[src/sv/lmpd_pkg.sv]
package lmpd_pkg;

   localparam int PWM_BITS = 7;
   localparam int PIX_W    = 7;
   localparam int ROW_PIX  = 16;
   localparam int ROWS     = 16;
   localparam int ROW_W    = ROW_PIX * PIX_W;
   localparam int ROW_AW   = $clog2(ROWS);
   localparam int COL_AW   = $clog2(ROW_PIX);
   localparam int ADDR_W   = ROW_AW + COL_AW;
   localparam int CNT_W    = $clog2(ROWS + 1);
   localparam int CMP_W    = (PWM_BITS > PIX_W) ? PWM_BITS : PIX_W;

   localparam logic [1:0] KIND_DRAW    = 2'd0;
   localparam logic [1:0] KIND_SHOW    = 2'd1;
   localparam logic [1:0] KIND_REFRESH = 2'd2;

   typedef logic [PIX_W-1:0] pix_type;
   typedef logic [ROW_PIX-1:0][PIX_W-1:0] row_type;

   typedef struct packed {
      logic              capture;
      logic              draw_rd;
      logic              draw_wr;
      logic              copy_rd;
      logic              copy_wr;
      logic              frame_end;
      logic              phase_step;
      logic              row_rd;
      logic              out_load;
      logic              out_last;
      logic [ROW_AW-1:0] rd_row;
      logic [ROW_AW-1:0] row;
      logic [ROW_AW-1:0] prev_row;
   } cmd_type;

   typedef struct packed {
      logic in_range;
      logic blanked;
      logic out_free;
   } stat_type;

   localparam pix_type GAMMA_ROM [256] = '{
        7'd0,   7'd1,   7'd1,   7'd1,   7'd1,   7'd1,   7'd1,   7'd1,
        7'd1,   7'd1,   7'd1,   7'd1,   7'd1,   7'd1,   7'd1,   7'd1,
        7'd1,   7'd1,   7'd1,   7'd1,   7'd1,   7'd1,   7'd1,   7'd1,
        7'd1,   7'd1,   7'd1,   7'd1,   7'd1,   7'd1,   7'd1,   7'd1,
        7'd1,   7'd1,   7'd1,   7'd1,   7'd1,   7'd1,   7'd1,   7'd1,
        7'd1,   7'd1,   7'd1,   7'd2,   7'd2,   7'd2,   7'd2,   7'd2,
        7'd2,   7'd2,   7'd2,   7'd2,   7'd2,   7'd2,   7'd2,   7'd2,
        7'd3,   7'd3,   7'd3,   7'd3,   7'd3,   7'd3,   7'd3,   7'd3,
        7'd4,   7'd4,   7'd4,   7'd4,   7'd4,   7'd4,   7'd4,   7'd4,
        7'd5,   7'd5,   7'd5,   7'd5,   7'd5,   7'd5,   7'd6,   7'd6,
        7'd6,   7'd6,   7'd6,   7'd7,   7'd7,   7'd7,   7'd7,   7'd7,
        7'd8,   7'd8,   7'd8,   7'd8,   7'd9,   7'd9,   7'd9,   7'd9,
        7'd9,   7'd10,  7'd10,  7'd10,  7'd11,  7'd11,  7'd11,  7'd11,
        7'd12,  7'd12,  7'd12,  7'd13,  7'd13,  7'd13,  7'd13,  7'd14,
        7'd14,  7'd14,  7'd15,  7'd15,  7'd15,  7'd16,  7'd16,  7'd17,
        7'd17,  7'd17,  7'd18,  7'd18,  7'd18,  7'd19,  7'd19,  7'd20,
        7'd20,  7'd20,  7'd21,  7'd21,  7'd22,  7'd22,  7'd23,  7'd23,
        7'd24,  7'd24,  7'd24,  7'd25,  7'd25,  7'd26,  7'd26,  7'd27,
        7'd27,  7'd28,  7'd28,  7'd29,  7'd29,  7'd30,  7'd30,  7'd31,
        7'd32,  7'd32,  7'd33,  7'd33,  7'd34,  7'd34,  7'd35,  7'd36,
        7'd36,  7'd37,  7'd37,  7'd38,  7'd39,  7'd39,  7'd40,  7'd41,
        7'd41,  7'd42,  7'd43,  7'd43,  7'd44,  7'd45,  7'd45,  7'd46,
        7'd47,  7'd47,  7'd48,  7'd49,  7'd50,  7'd50,  7'd51,  7'd52,
        7'd53,  7'd53,  7'd54,  7'd55,  7'd56,  7'd56,  7'd57,  7'd58,
        7'd59,  7'd60,  7'd61,  7'd61,  7'd62,  7'd63,  7'd64,  7'd65,
        7'd66,  7'd67,  7'd67,  7'd68,  7'd69,  7'd70,  7'd71,  7'd72,
        7'd73,  7'd74,  7'd75,  7'd76,  7'd77,  7'd78,  7'd79,  7'd80,
        7'd81,  7'd82,  7'd83,  7'd84,  7'd85,  7'd86,  7'd87,  7'd88,
        7'd89,  7'd90,  7'd91,  7'd92,  7'd93,  7'd94,  7'd96,  7'd97,
        7'd98,  7'd99,  7'd100, 7'd101, 7'd102, 7'd104, 7'd105, 7'd106,
        7'd107, 7'd108, 7'd110, 7'd111, 7'd112, 7'd113, 7'd115, 7'd116,
        7'd117, 7'd118, 7'd120, 7'd121, 7'd122, 7'd124, 7'd125, 7'd126
   };

   // panel wiring: 64-pixel blocks of eight 8-pixel lines, snaking
   function automatic logic [ADDR_W-1:0] serp_addr(input logic [3:0] x, input logic [3:0] y);
      logic [7:0] lin;
      logic [2:0] col;
      logic [5:0] off;
      lin = {y, x};
      col = lin[2:0];
      unique case (lin[5:3])
         3'd0:    off = {3'd0, col};
         3'd1:    off = 6'd16 + {3'd0, col};
         3'd2:    off = 6'd15 - {3'd0, col};
         3'd3:    off = 6'd31 - {3'd0, col};
         3'd4:    off = 6'd48 + {3'd0, col};
         3'd5:    off = 6'd32 + {3'd0, col};
         3'd6:    off = 6'd63 - {3'd0, col};
         3'd7:    off = 6'd47 - {3'd0, col};
         default: off = {3'd0, col};
      endcase
      return {lin[7:6], off};
   endfunction

endpackage

[src/sv/lmpd_ram.sv]
module lmpd_ram #(
   parameter int WIDTH = 8,
   parameter int DEPTH = 16
) (
   input  logic                     clock,
   input  logic                     wr_en,
   input  logic [$clog2(DEPTH)-1:0] wr_addr,
   input  logic [WIDTH-1:0]         wr_data,
   input  logic                     rd_en,
   input  logic [$clog2(DEPTH)-1:0] rd_addr,
   output logic [WIDTH-1:0]         rd_data
);

   logic [WIDTH-1:0] mem_ff [DEPTH];
   logic [WIDTH-1:0] rd_data_ff;

   always_ff @(posedge clock) begin
      if (wr_en) begin
         mem_ff[wr_addr] <= wr_data;
      end
      if (rd_en) begin
         rd_data_ff <= mem_ff[rd_addr];
      end
   end

   assign rd_data = rd_data_ff;

endmodule

[src/sv/lmpd_ctrl.sv]
module lmpd_ctrl (
   input  logic               clock,
   input  logic               reset,
   input  logic               req_valid,
   input  logic [1:0]         req_kind,
   output logic               req_stall,
   input  lmpd_pkg::stat_type stat,
   output lmpd_pkg::cmd_type  cmd
);

   typedef enum logic [4:0] {
      ST_IDLE    = 5'b00001,
      ST_DRAW_RD = 5'b00010,
      ST_DRAW_WR = 5'b00100,
      ST_COPY    = 5'b01000,
      ST_REFRESH = 5'b10000
   } state_type;

   state_type                    state_ff, state_in;
   logic [lmpd_pkg::CNT_W-1:0]   cnt_ff, cnt_in;
   logic [lmpd_pkg::ROW_AW-1:0]  cnt_row;

   assign cnt_row = cnt_ff[lmpd_pkg::ROW_AW-1:0];

   always_comb begin
      state_in     = state_ff;
      cnt_in       = cnt_ff;
      cmd          = '0;
      cmd.row      = cnt_row;
      cmd.prev_row = cnt_row - lmpd_pkg::ROW_AW'(1);
      cmd.rd_row   = cnt_row;
      unique case (state_ff)
         ST_IDLE: begin
            if (req_valid) begin
               cmd.capture = 1'b1;
               cnt_in      = '0;
               unique case (req_kind)
                  lmpd_pkg::KIND_DRAW: begin
                     if (stat.in_range) begin
                        state_in = ST_DRAW_RD;
                     end
                  end
                  lmpd_pkg::KIND_SHOW: begin
                     state_in = ST_COPY;
                  end
                  lmpd_pkg::KIND_REFRESH: begin
                     if (!stat.blanked) begin
                        cmd.phase_step = 1'b1;
                        cmd.row_rd     = 1'b1;
                        cmd.rd_row     = '0;
                        state_in       = ST_REFRESH;
                     end
                  end
                  default: ;
               endcase
            end
         end
         ST_DRAW_RD: begin
            cmd.draw_rd = 1'b1;
            state_in    = ST_DRAW_WR;
         end
         ST_DRAW_WR: begin
            cmd.draw_wr = 1'b1;
            state_in    = ST_IDLE;
         end
         ST_COPY: begin
            // read row n while row n-1 goes into the shown store
            cmd.copy_rd = (cnt_ff != lmpd_pkg::CNT_W'(lmpd_pkg::ROWS));
            cmd.copy_wr = (cnt_ff != '0);
            if (cnt_ff == lmpd_pkg::CNT_W'(lmpd_pkg::ROWS)) begin
               cmd.frame_end = 1'b1;
               state_in      = ST_IDLE;
            end else begin
               cnt_in = cnt_ff + lmpd_pkg::CNT_W'(1);
            end
         end
         ST_REFRESH: begin
            if (stat.out_free) begin
               cmd.out_load = 1'b1;
               cmd.out_last = (cnt_ff == lmpd_pkg::CNT_W'(lmpd_pkg::ROWS - 1));
               if (cmd.out_last) begin
                  state_in = ST_IDLE;
               end else begin
                  cnt_in     = cnt_ff + lmpd_pkg::CNT_W'(1);
                  cmd.row_rd = 1'b1;
                  cmd.rd_row = cnt_row + lmpd_pkg::ROW_AW'(1);
               end
            end
         end
         default: begin
            state_in = ST_IDLE;
         end
      endcase
   end

   always_ff @(posedge clock) begin
      if (reset) begin
         state_ff <= ST_IDLE;
         cnt_ff   <= '0;
      end else begin
         state_ff <= state_in;
         cnt_ff   <= cnt_in;
      end
   end

   assign req_stall = (state_ff != ST_IDLE);

endmodule

[src/sv/lmpd_datapath.sv]
module lmpd_datapath (
   input  logic               clock,
   input  logic               reset,
   input  logic signed [15:0] req_pixel_x,
   input  logic signed [15:0] req_pixel_y,
   input  logic [15:0]        req_pixel_value,
   input  logic               rsp_stall,
   input  lmpd_pkg::cmd_type  cmd,
   output lmpd_pkg::stat_type stat,
   output logic               rsp_valid,
   output logic [15:0]        rsp_shift_bits,
   output logic               rsp_latch
);

   logic [lmpd_pkg::ADDR_W-1:0]   addr_ff, addr_in;
   lmpd_pkg::pix_type             level_ff, level_in;
   logic [7:0]                    clamp;
   logic [lmpd_pkg::ROWS-1:0]     draw_vld_ff, draw_vld_in;
   logic [lmpd_pkg::ROWS-1:0]     shown_vld_ff, shown_vld_in;
   logic [lmpd_pkg::PWM_BITS-1:0] phase_ff, phase_in;
   logic                          blank_ff, blank_in;
   logic                          rsp_valid_ff, rsp_valid_in;
   logic [15:0]                   shift_ff, shift_in;
   logic                          latch_ff, latch_in;

   logic [lmpd_pkg::ROW_AW-1:0]   addr_row;
   logic [lmpd_pkg::COL_AW-1:0]   addr_col;
   logic [lmpd_pkg::ROW_AW-1:0]   vld_idx;
   logic [lmpd_pkg::ROW_AW-1:0]   draw_rd_addr;
   logic                          draw_rd_en;
   logic [lmpd_pkg::ROW_W-1:0]    draw_rd_data;
   logic [lmpd_pkg::ROW_W-1:0]    shown_rd_data;
   lmpd_pkg::row_type             draw_row, mod_row, shown_row;
   logic [lmpd_pkg::ROW_PIX-1:0]  bits;

   assign addr_row = addr_ff[lmpd_pkg::ADDR_W-1:lmpd_pkg::COL_AW];
   assign addr_col = addr_ff[lmpd_pkg::COL_AW-1:0];

   // negative coordinates carry high bits, so one test covers both ends
   assign stat.in_range = (req_pixel_x[15:4] == '0) && (req_pixel_y[15:4] == '0);
   assign stat.blanked  = blank_ff;
   assign stat.out_free = !rsp_valid_ff || !rsp_stall;

   assign clamp = (|req_pixel_value[15:8]) ? 8'hFF : req_pixel_value[7:0];

   assign vld_idx      = cmd.draw_wr ? addr_row : cmd.prev_row;
   assign draw_rd_en   = cmd.draw_rd || cmd.copy_rd;
   assign draw_rd_addr = cmd.draw_rd ? addr_row : cmd.rd_row;

   always_comb begin
      draw_row  = draw_vld_ff[vld_idx] ? draw_rd_data : '0;
      mod_row   = draw_row;
      mod_row[addr_col] = level_ff;
      shown_row = shown_vld_ff[cmd.row] ? shown_rd_data : '0;
      for (int j = 0; j < lmpd_pkg::ROW_PIX; j++) begin
         bits[j] = lmpd_pkg::CMP_W'(shown_row[j]) > lmpd_pkg::CMP_W'(phase_ff);
      end
   end

   lmpd_ram #(
      .WIDTH(lmpd_pkg::ROW_W),
      .DEPTH(lmpd_pkg::ROWS)
   ) u_draw_ram (
      .clock   (clock),
      .wr_en   (cmd.draw_wr),
      .wr_addr (addr_row),
      .wr_data (mod_row),
      .rd_en   (draw_rd_en),
      .rd_addr (draw_rd_addr),
      .rd_data (draw_rd_data)
   );

   lmpd_ram #(
      .WIDTH(lmpd_pkg::ROW_W),
      .DEPTH(lmpd_pkg::ROWS)
   ) u_shown_ram (
      .clock   (clock),
      .wr_en   (cmd.copy_wr),
      .wr_addr (cmd.prev_row),
      .wr_data (draw_row),
      .rd_en   (cmd.row_rd),
      .rd_addr (cmd.rd_row),
      .rd_data (shown_rd_data)
   );

   always_comb begin
      addr_in      = cmd.capture ? lmpd_pkg::serp_addr(req_pixel_x[3:0], req_pixel_y[3:0])
                                 : addr_ff;
      level_in     = cmd.capture ? lmpd_pkg::GAMMA_ROM[clamp] : level_ff;
      draw_vld_in  = draw_vld_ff;
      if (cmd.draw_wr) begin
         draw_vld_in[addr_row] = 1'b1;
      end
      shown_vld_in = cmd.frame_end ? '1 : shown_vld_ff;
      blank_in     = cmd.frame_end ? 1'b0 : blank_ff;
      phase_in     = cmd.phase_step ? phase_ff + lmpd_pkg::PWM_BITS'(1) : phase_ff;
      rsp_valid_in = cmd.out_load || (rsp_valid_ff && rsp_stall);
      shift_in     = cmd.out_load ? bits : shift_ff;
      latch_in     = cmd.out_load ? cmd.out_last : latch_ff;
   end

   always_ff @(posedge clock) begin
      if (reset) begin
         draw_vld_ff  <= '0;
         shown_vld_ff <= '0;
         phase_ff     <= '0;
         blank_ff     <= 1'b1;
         rsp_valid_ff <= 1'b0;
      end else begin
         draw_vld_ff  <= draw_vld_in;
         shown_vld_ff <= shown_vld_in;
         phase_ff     <= phase_in;
         blank_ff     <= blank_in;
         rsp_valid_ff <= rsp_valid_in;
      end
   end

   always_ff @(posedge clock) begin
      addr_ff  <= addr_in;
      level_ff <= level_in;
      shift_ff <= shift_in;
      latch_ff <= latch_in;
   end

   assign rsp_valid      = rsp_valid_ff;
   assign rsp_shift_bits = shift_ff;
   assign rsp_latch      = latch_ff;

endmodule

[src/sv/led_matrix_pwm_frame_driver_core.sv]
// draw: accept, then a read of the stored row, then the modified row is written back; no output word
// show: one row of 16 pixels copied per cycle through the store read port
// refresh: row 0 is read at accept, then one word per cycle while the output does not stall;
//   set by the shown store reading one 16-pixel row per cycle
// reset (sync, active high): stores read as zero via per-row valid bits, phase zero,
//   blanked set, output empty; no clearing pass
module led_matrix_pwm_frame_driver_core (
   input  logic               clock,
   input  logic               reset,
   input  logic               req_valid,
   output logic               req_stall,
   input  logic [1:0]         req_kind,
   input  logic signed [15:0] req_pixel_x,
   input  logic signed [15:0] req_pixel_y,
   input  logic [15:0]        req_pixel_value,
   output logic               rsp_valid,
   input  logic               rsp_stall,
   output logic [15:0]        rsp_shift_bits,
   output logic               rsp_latch
);

   lmpd_pkg::cmd_type  cmd;
   lmpd_pkg::stat_type stat;

   lmpd_ctrl u_ctrl (
      .clock     (clock),
      .reset     (reset),
      .req_valid (req_valid),
      .req_kind  (req_kind),
      .req_stall (req_stall),
      .stat      (stat),
      .cmd       (cmd)
   );

   lmpd_datapath u_datapath (
      .clock           (clock),
      .reset           (reset),
      .req_pixel_x     (req_pixel_x),
      .req_pixel_y     (req_pixel_y),
      .req_pixel_value (req_pixel_value),
      .rsp_stall       (rsp_stall),
      .cmd             (cmd),
      .stat            (stat),
      .rsp_valid       (rsp_valid),
      .rsp_shift_bits  (rsp_shift_bits),
      .rsp_latch       (rsp_latch)
   );

endmodule

[config.mk]
export PLATFORM = sky130hd
export DESIGN_NAME = led_matrix_pwm_frame_driver_core
export DESIGN_NICKNAME = d
export VERILOG_FILES = /design/src/sv/lmpd_pkg.sv /design/src/sv/lmpd_ram.sv /design/src/sv/lmpd_ctrl.sv /design/src/sv/lmpd_datapath.sv /design/src/sv/led_matrix_pwm_frame_driver_core.sv
export SDC_FILE = /design/constraint.sdc
export NUM_CORES = 2
export LEC_CHECK = 0
export BUFFER_PORTS_ARGS = -buffer_cell sky130_fd_sc_hd__buf_2
export CORE_MARGIN = 5
export CORE_UTILIZATION = 39
export DETAILED_ROUTE_END_ITERATION = 6
export HOLD_SLACK_MARGIN = 0.06
export PLACE_DENSITY = 0.58
export SLEW_MARGIN = 5
export SYNTH_ARGS = -nofsm -noshare
export SYNTH_HDL_FRONTEND = slang
export SYNTH_SLANG_ARGS = --single-unit
[constraint.sdc]
create_clock -name clock -period 21.2 [get_ports clock]
set_clock_uncertainty 0.1 [all_clocks]
set_input_delay 2.12 -clock clock [delete_from_list [all_inputs] [get_ports clock]]
set_output_delay 2.12 -clock clock [all_outputs]
set_load 0.02 [all_outputs]
-- Word-level counts from Yosys, hierarchy flattened
Memories as Yosys holds them, arrays and structs flattened. A register that Yosys moved wholly into a read port is not among the register bits.
Index checks and enable logic that the tools add are counted.
- add/sub/neg operators: 11
- multipliers: 0
- divide/modulo/power cells: 0
- $lt $le $gt $ge: 22
- eq/ne operators: 27
- shift-type cells: 0
- muxes and demuxes: 51
- bitwise gates (word level): 2
- reductions and logical operators: 19
- operator list (operator ; count):
    $mux 112 ; 2
    $bwmux 112 ; 1
    $gt 7x7->1 ; 16
    $mux 5 ; 10
    $pmux 6 s8 ; 1
    $pmux 5 s3 ; 2
    $demux 7 s4 ; 1
    $logic_not 12->1 ; 2
    $mux 4 ; 6
    $lt 4x5->1 const B ; 4
    $pmux 5 s4 ; 1
    $or 16x16->16 ; 1
    $mux 1 ; 14
    $mux 7 ; 2
    $eq 3x3->1 const B ; 4
    $eq 5x4->1 const B ; 2
    $eq 5x5->1 const B ; 2
    $not 8->9 ; 1
    $bmux 1 s4 ; 2
    $ge 4x1->1 const B ; 2
    $mux 2 ; 4
    $mux 8 ; 1
    $ne 2x2->1 const B ; 4
    $pmux 4 s2 ; 1
    37 further kinds ; 46
- bits in registers: 61
- bits in latches: 0
- RAM bits: 3584
- ROM bits: 1792
- input port bits: 54
- output and inout bits: 19
- word-level logic and storage cells: 145
- memories: 3
- memories (name ; depth ; width ; rd ports ; clocked after memory_dff ; wr ports ; line ; source):
    (no name shown) ; 256 ; 7 ; 1 ; 1 ; 0 ; lmpd_datapath.sv:89 ; level_in = cmd.capture ? lmpd_pkg::GAMMA_ROM[clamp] : level_ff;
    u_datapath.u_draw_ram.mem_ff ; 16 ; 112 ; 1 ; 1 ; 1 ; lmpd_ram.sv:14 ; logic [WIDTH-1:0] mem_ff [DEPTH];
    u_datapath.u_shown_ram.mem_ff ; 16 ; 112 ; 1 ; 1 ; 1 ; lmpd_ram.sv:14 ;

-- Depth between registers and ports, before layout
- word-level depth: 7
- depth in mapped cells: 14
- gate-level depth less buffers: 11

-- Hierarchy
Synthesis repeated with hierarchy kept, for this count alone.
- cells, all modules: 7201
- area total of the unflattened synthesis: 151008.6 µm²
- by module, submodules not included (module ; times used ; cells each ; area an instance (µm²) ; seq. area each (µm²)):
    lmpd_ram ; 2 ; 2864 ; 70291.2 ; 57174.8
    lmpd_datapath ; 1 ; 1355 ; 9456.6 ; 1481.4
    lmpd_ctrl ; 1 ; 118 ; 969.7 ; 200.2

-- Least setup slack after synthesis
Ideal clock, no wire load.
- kind: register to register
- from: register u_ctrl.state_ff[1]
- to: memory u_datapath.u_draw_ram.mem_ff[0][0] (netlist bit), enable pin
- setup time: 0.900 ns
- arrival: 12.710 ns
- required time: 20.200 ns
- path slack: 7.490 ns
- cell stages (with the launch flop): 7
- buffers on the path: 2
- clock period less this slack: 13.710 ns
- cell sequence: dfxtp_1 buf_2 nor3_4 nand3b_1 clkbuf_1 nor2_1 nor4b_1
- cells in the longest elaborated chain, start to end: 4
- ends and longest elaborated chain (element ; line ; source):
    start: declaration ; lmpd_ctrl.sv:19 ; state_type state_ff, state_in;
    start signal: assignment ; lmpd_ctrl.sv:101 ; state_ff <= state_in;
    $eq 5x3->1 ; lmpd_ctrl.sv:32 ; unique case (state_ff)
    $mux 1 ; lmpd_ctrl.sv:32 ;
    $mux 1 ; lmpd_ram.sv:18 ; if (wr_en) begin
    $mux 1 (not written as such) ; lmpd_ram.sv:19 ; mem_ff[wr_addr] <= wr_data;
    end: declaration ; lmpd_ram.sv:14 ;
No other way between the ends.

-- Final worst setup path
- from: input port req_kind[0]
- to: register u_datapath.u_shown_ram.rd_data_ff[49], in the netlist u_datapath.u_shown_ram.rd_data[49] (read register of u_datapath.u_shown_ram.mem_ff), data pin
- cells in the longest elaborated chain, start to end: 4
- elaborated cells on any way between the ends: 7
- those cells by class: 1 x eq/ne; 6 x mux
- ends and longest elaborated chain (element ; line ; source):
    start: declaration ; led_matrix_pwm_frame_driver_core.sv:12 ; input logic [1:0] req_kind,
    $eq 2x2->1 * ; lmpd_ctrl.sv:37 ; unique case (req_kind)
    $mux 4 or $mux 2 (tied branches) ; lmpd_ctrl.sv:37 ;
    $mux 4 or $mux 2 (tied branches) ; lmpd_ctrl.sv:34 ; if (req_valid) begin
    $pmux 4 s2 or $pmux 1 s2 (tied branches) ; lmpd_ctrl.sv:32 ;
    end: declaration ; lmpd_ram.sv:15 ; logic [WIDTH-1:0] rd_data_ff;
Mark *: on every way between the ends. The rest lies on a longest branch, timed or not.
A chain may end at the register's enable or synchronous reset.

==> metrics.md <==
| Metric | Value |
|---|---|
| Count leader, synth | edfxtp_1 |
| Req. time, crit path | 21.85 ns |
| Worst-path maximum fanout | 93 |
| Drt pass-1 iters | 7 |
| R2r worst-path depth | 14 |
| Final-report max-slew violation count | 0 |
| Final Cycle Share | 35.90% |
| Unrepaired setup endpoints after global routing | false |
| I/O pin cnt | 73 |
| Top cell type's share of synthesized area | 71.54% |
| Register share of total power | 49.3% |
| Die Wd | 652.9 µm |
| Clock-pin slew on the worst setup and hold paths | 0.06 ns |
| Worst Hold Class | register to register |
| Static Leak | 61.84 nW |
| Synth cell types | 84 |
| Power Dens Cells | 98.19 nW/µm² |
| Routed metal-1 wirelength | 197500 µm |
| Clock Sink Count | 3876 |
| WP data arrival | 8.26 ns |
| Post-CTS Repair Setup Buffers | 0 |
| Post-CTS resize count | 0 |
| Top_reg_cell synth | edfxtp_1 |
| Met3 WL post-DR | 44160 µm |
| Post-synthesis sequential area ratio | 71.99% |
| Chip height | 652.9 µm |
| F_max | 0.1314 GHz |
| Syn. warnings | 0 |
| Family with the most delay on the worst path | buffers and inverters |
| Sequence of cells on the critical path | buf_2, inv_1, ha_1, buf_4, nand4bb_1, nor2_8, o311a_4, buf_4, buf_4, buf_4, buf_4, nand2_1, a21oi_1, a21oi_1, a221oi_1 |
| #FFs+latches synth | 3876 |
| Port bufs | 72 |
| Crit Path Category | input pin to register |
| Top cells by area, synth | edfxtp_1, nand2_1, a221oi_1, mux2i_1, a21oi_1 |
| Fin Setup TNS | 0 ns |
| Worst hold start | u_datapath.draw_vld_ff[10]$_SDFFE_PP0P_ |
| Final hold vios | 0 |
| Hpwl dp | 249600 µm |
| # DRC | 0 |
| Leading area contributor after synthesis | edfxtp_1 |
| Met2 wire len | 240500 µm |
| Placed instance area | 168500 µm² |
| Async set-reset flop share out of synthesis | 0% |
| Routed wire per std cell | 29.03 µm |
| Type of element launching the critical path | input pin |
| Syn_area_per_cell | 13.98 µm² |
| Crit end category | register |
| Root Driver | clkbuf_16 |
| Post-Syn Instances | 11528 |
| Clock power frac | 39.0% |
| VDD IR max | 0.00007755 V |
| Synth-to-layout area growth | 12.60% |
| R2R Path Start | u_ctrl.cnt_ff[1]$_SDFFE_PP0P_ |
| Initial drt markers | 12840 |
| Finished Cell Area | 181500 µm² |
| GRT Residual Overflow | 0 |
| Outcome | complete, no violations |
| Routability congestion estimate | 0.8308 |
| Post-route insts no fill | 17256 |
| Htree depth | 5 |
| Switching share of power | 24.87% |
| Final number of setup-violating endpoints | 0 |
| Later-pin clock latency in the skew report | 0.95 ns |
| Comb power frac | 11.7% |
| Post-Syn Nets | 11715 |
| Most frequent CP cell | buf_4 |
| Num CTS Buffers | 396 |
| Die area | 426200 µm² |
| Critical path buffers and inverters | 7 |
| First-pass GRT wire length | 715900 µm |
| Max incr delay on CP | 0.91 ns |
| DRT Wirelength | 500900 µm |
| CTS tree | done |
| End of the worst register-to-register path | u_datapath.u_shown_ram.rd_data[49]$_DFFE_PP_ |
| Commonest cells post-synth | edfxtp_1, nand2_1, a221oi_1 |
| Rel. slew slack | 14.03% |
| Highest routed layer | met5 |
| Initial Utilization | 39.07% |
| Syn Std Cell Area | 161200 µm² |
| R2R setup slack | 14.38 ns |
| CTS Buffer Depth | 4 |
| DR vias | 105085 |
| Post-synth EDFFs | 3840 |
| Largest net degree at the start of global routing | 195 |
| Global-route usage over all layers | 22.60% |
| Fin nets | 11608 |
| Worst hold path depth | 2 |
| Final min period | 7.610 ns |
| Hold buffers post-CTS | 0 |
| Share of cells above drive strength 1 | 10.93% |
| Vias/cell | 6.090 |
| Routed Antenna Nets | 0 |
| Slowest-stage cell, CP | buf_4 |
| Vias in the first global route | 102896 |
| Placed cell count | 16497 |
| Pint | 13.39 mW |
| Core area | 412500 µm² |
| Sw Pwr | 4.431 mW |
| Num rows | 236 |
| Slew at the pin closest to its max-slew limit | 1.282 ns |
| WHS Endpoint | u_datapath.draw_vld_ff[10]$_SDFFE_PP0P_ |
| Max_cap viols | 0 |
| Initial antenna violation count | 55 |
power groups by stage:
stage	Combinational [mW]	Clock, mW	Sequential [mW]
floorplan	1.42	0	8.89
global placement	2.00	0	8.95
detailed placement	2.06	0	8.95
CTS	2.06	7.04	8.78
global route	2.25	7.36	8.79
finish	2.08	6.95	8.79
worst max path at each step:
stage | startpoint | to | depth (start not counted)
5_1_grt | req_kind[0] | u_datapath.u_shown_ram.rd_data[61]$_DFFE_PP_ | 15
6_report | req_kind[0] | u_datapath.u_shown_ram.rd_data[49]$_DFFE_PP_ | 15
3_5_place_dp | req_kind[0] | u_datapath.u_shown_ram.rd_data[49]$_DFFE_PP_ | 15
2_1_floorplan | u_ctrl.state_ff[1]$_SDFFE_PP0P_ | u_datapath.u_draw_ram.mem_ff[0][0]$_DFFE_PP_ | 6
4_1_cts | req_kind[0] | u_datapath.u_shown_ram.rd_data[49]$_DFFE_PP_ | 15
3_3_place_gp | req_kind[0] | u_datapath.u_shown_ram.rd_data[49]$_DFFE_PP_ | 15
layout make-up:
class,count,area (µm²)
Sequential cell,3876,116000
Fill cell,36111,231000
Multi-Input combinational cell,6738,42580
Tap cell,5474,6849
Clock buffer,498,10680
Clock inverter,230,2198
Antenna cell,31,77.57
Inverter,37,138.9
Timing Repair Buffer,372,2938
metal layers:
metal	GRT usage, %	vias up
li1	-	44709
met4	8.213	20
met1	29.71	53970
met3	3.906	1007
met5	0	-
met2	37.71	5379
layout by cell type, fill, tap and decap left out, types with 28 or more instances in the layout:
master / instances
o31ai_1: 66
o221ai_1: 306
o2111a_1: 35
nor2_4: 32
ha_1: 133
o21ai_0: 143
mux2_2: 85
nand2_1: 2356
buf_2: 72
o211ai_1: 69
clkbuf_1: 79
nor3b_2: 112
dfxtp_1: 35
a221oi_1: 626
nand4_1: 138
a22o_1: 60
o21a_1: 33
diode_2: 31
and4_1: 62
clkbuf_16: 410
o211a_1: 68
o22ai_1: 83
a211oi_1: 46
o31ai_2: 49
and2_1: 118
nand3_1: 481
buf_4: 274
clkinv_1: 95
edfxtp_1: 3840
and3_1: 38
o22a_1: 37
inv_1: 28
nor2_1: 183
nor4_1: 33
mux2i_1: 498
a21oi_1: 608
clkinv_2: 67
bufinv_16: 40
worst min-delay path: cells and delay by family, from the launching register on:
kind / cells / cell delay (ns)
flip-flops: 1 / 0.33
AND/OR/NAND/NOR: 2 / 0.12
stage by stage:
step           power [mW]  worst slack (ns)  utilization (%)  hold slack, ns
2_1_floorplan       10.32             7.490                -          0.3396
3_3_place_gp        10.94             12.74            40.85          0.3489
3_5_place_dp        11.00             12.67            40.85          0.3673
4_1_cts             17.89             13.69            43.98          0.3834
5_1_grt             18.40             13.21            43.98          0.4103
6_report            17.82             13.59            44.00          0.3791
cells by family after synthesis:
family / count (synthesis) / synth area share [%]
multiplexers: 584 / 3.693
AO/OA/AOI/OAI: 2334 / 10.67
buffers and inverters: 914 / 2.447
adder cells (fa/ha/maj): 133 / 1.032
AND/OR/NAND/NOR: 3675 / 10.10
XOR/XNOR: 12 / 0.06521
flip-flops: 3876 / 71.99
registers in the layout (all words and copies together) (netlist names):
| signal | flops |
|---|---|
| u_datapath.u_draw_ram.mem_ff | 1792 |
| u_datapath.u_shown_ram.mem_ff | 1792 |
| u_datapath.u_draw_ram.rd_data | 112 |
| u_datapath.u_shown_ram.rd_data | 112 |
| u_datapath.draw_vld_ff | 16 |
| u_datapath.rsp_shift_bits | 16 |
| u_datapath.addr_ff | 8 |
| u_datapath.level_ff | 7 |
| u_datapath.phase_ff | 7 |
| u_ctrl.cnt_ff | 5 |
| u_ctrl.state_ff | 5 |
| u_datapath.blank_ff | 1 |
| u_datapath.rsp_latch | 1 |
| u_datapath.rsp_valid | 1 |
| u_datapath.shown_vld_ff | 1 |
Power figures use the tool's default switching activity.
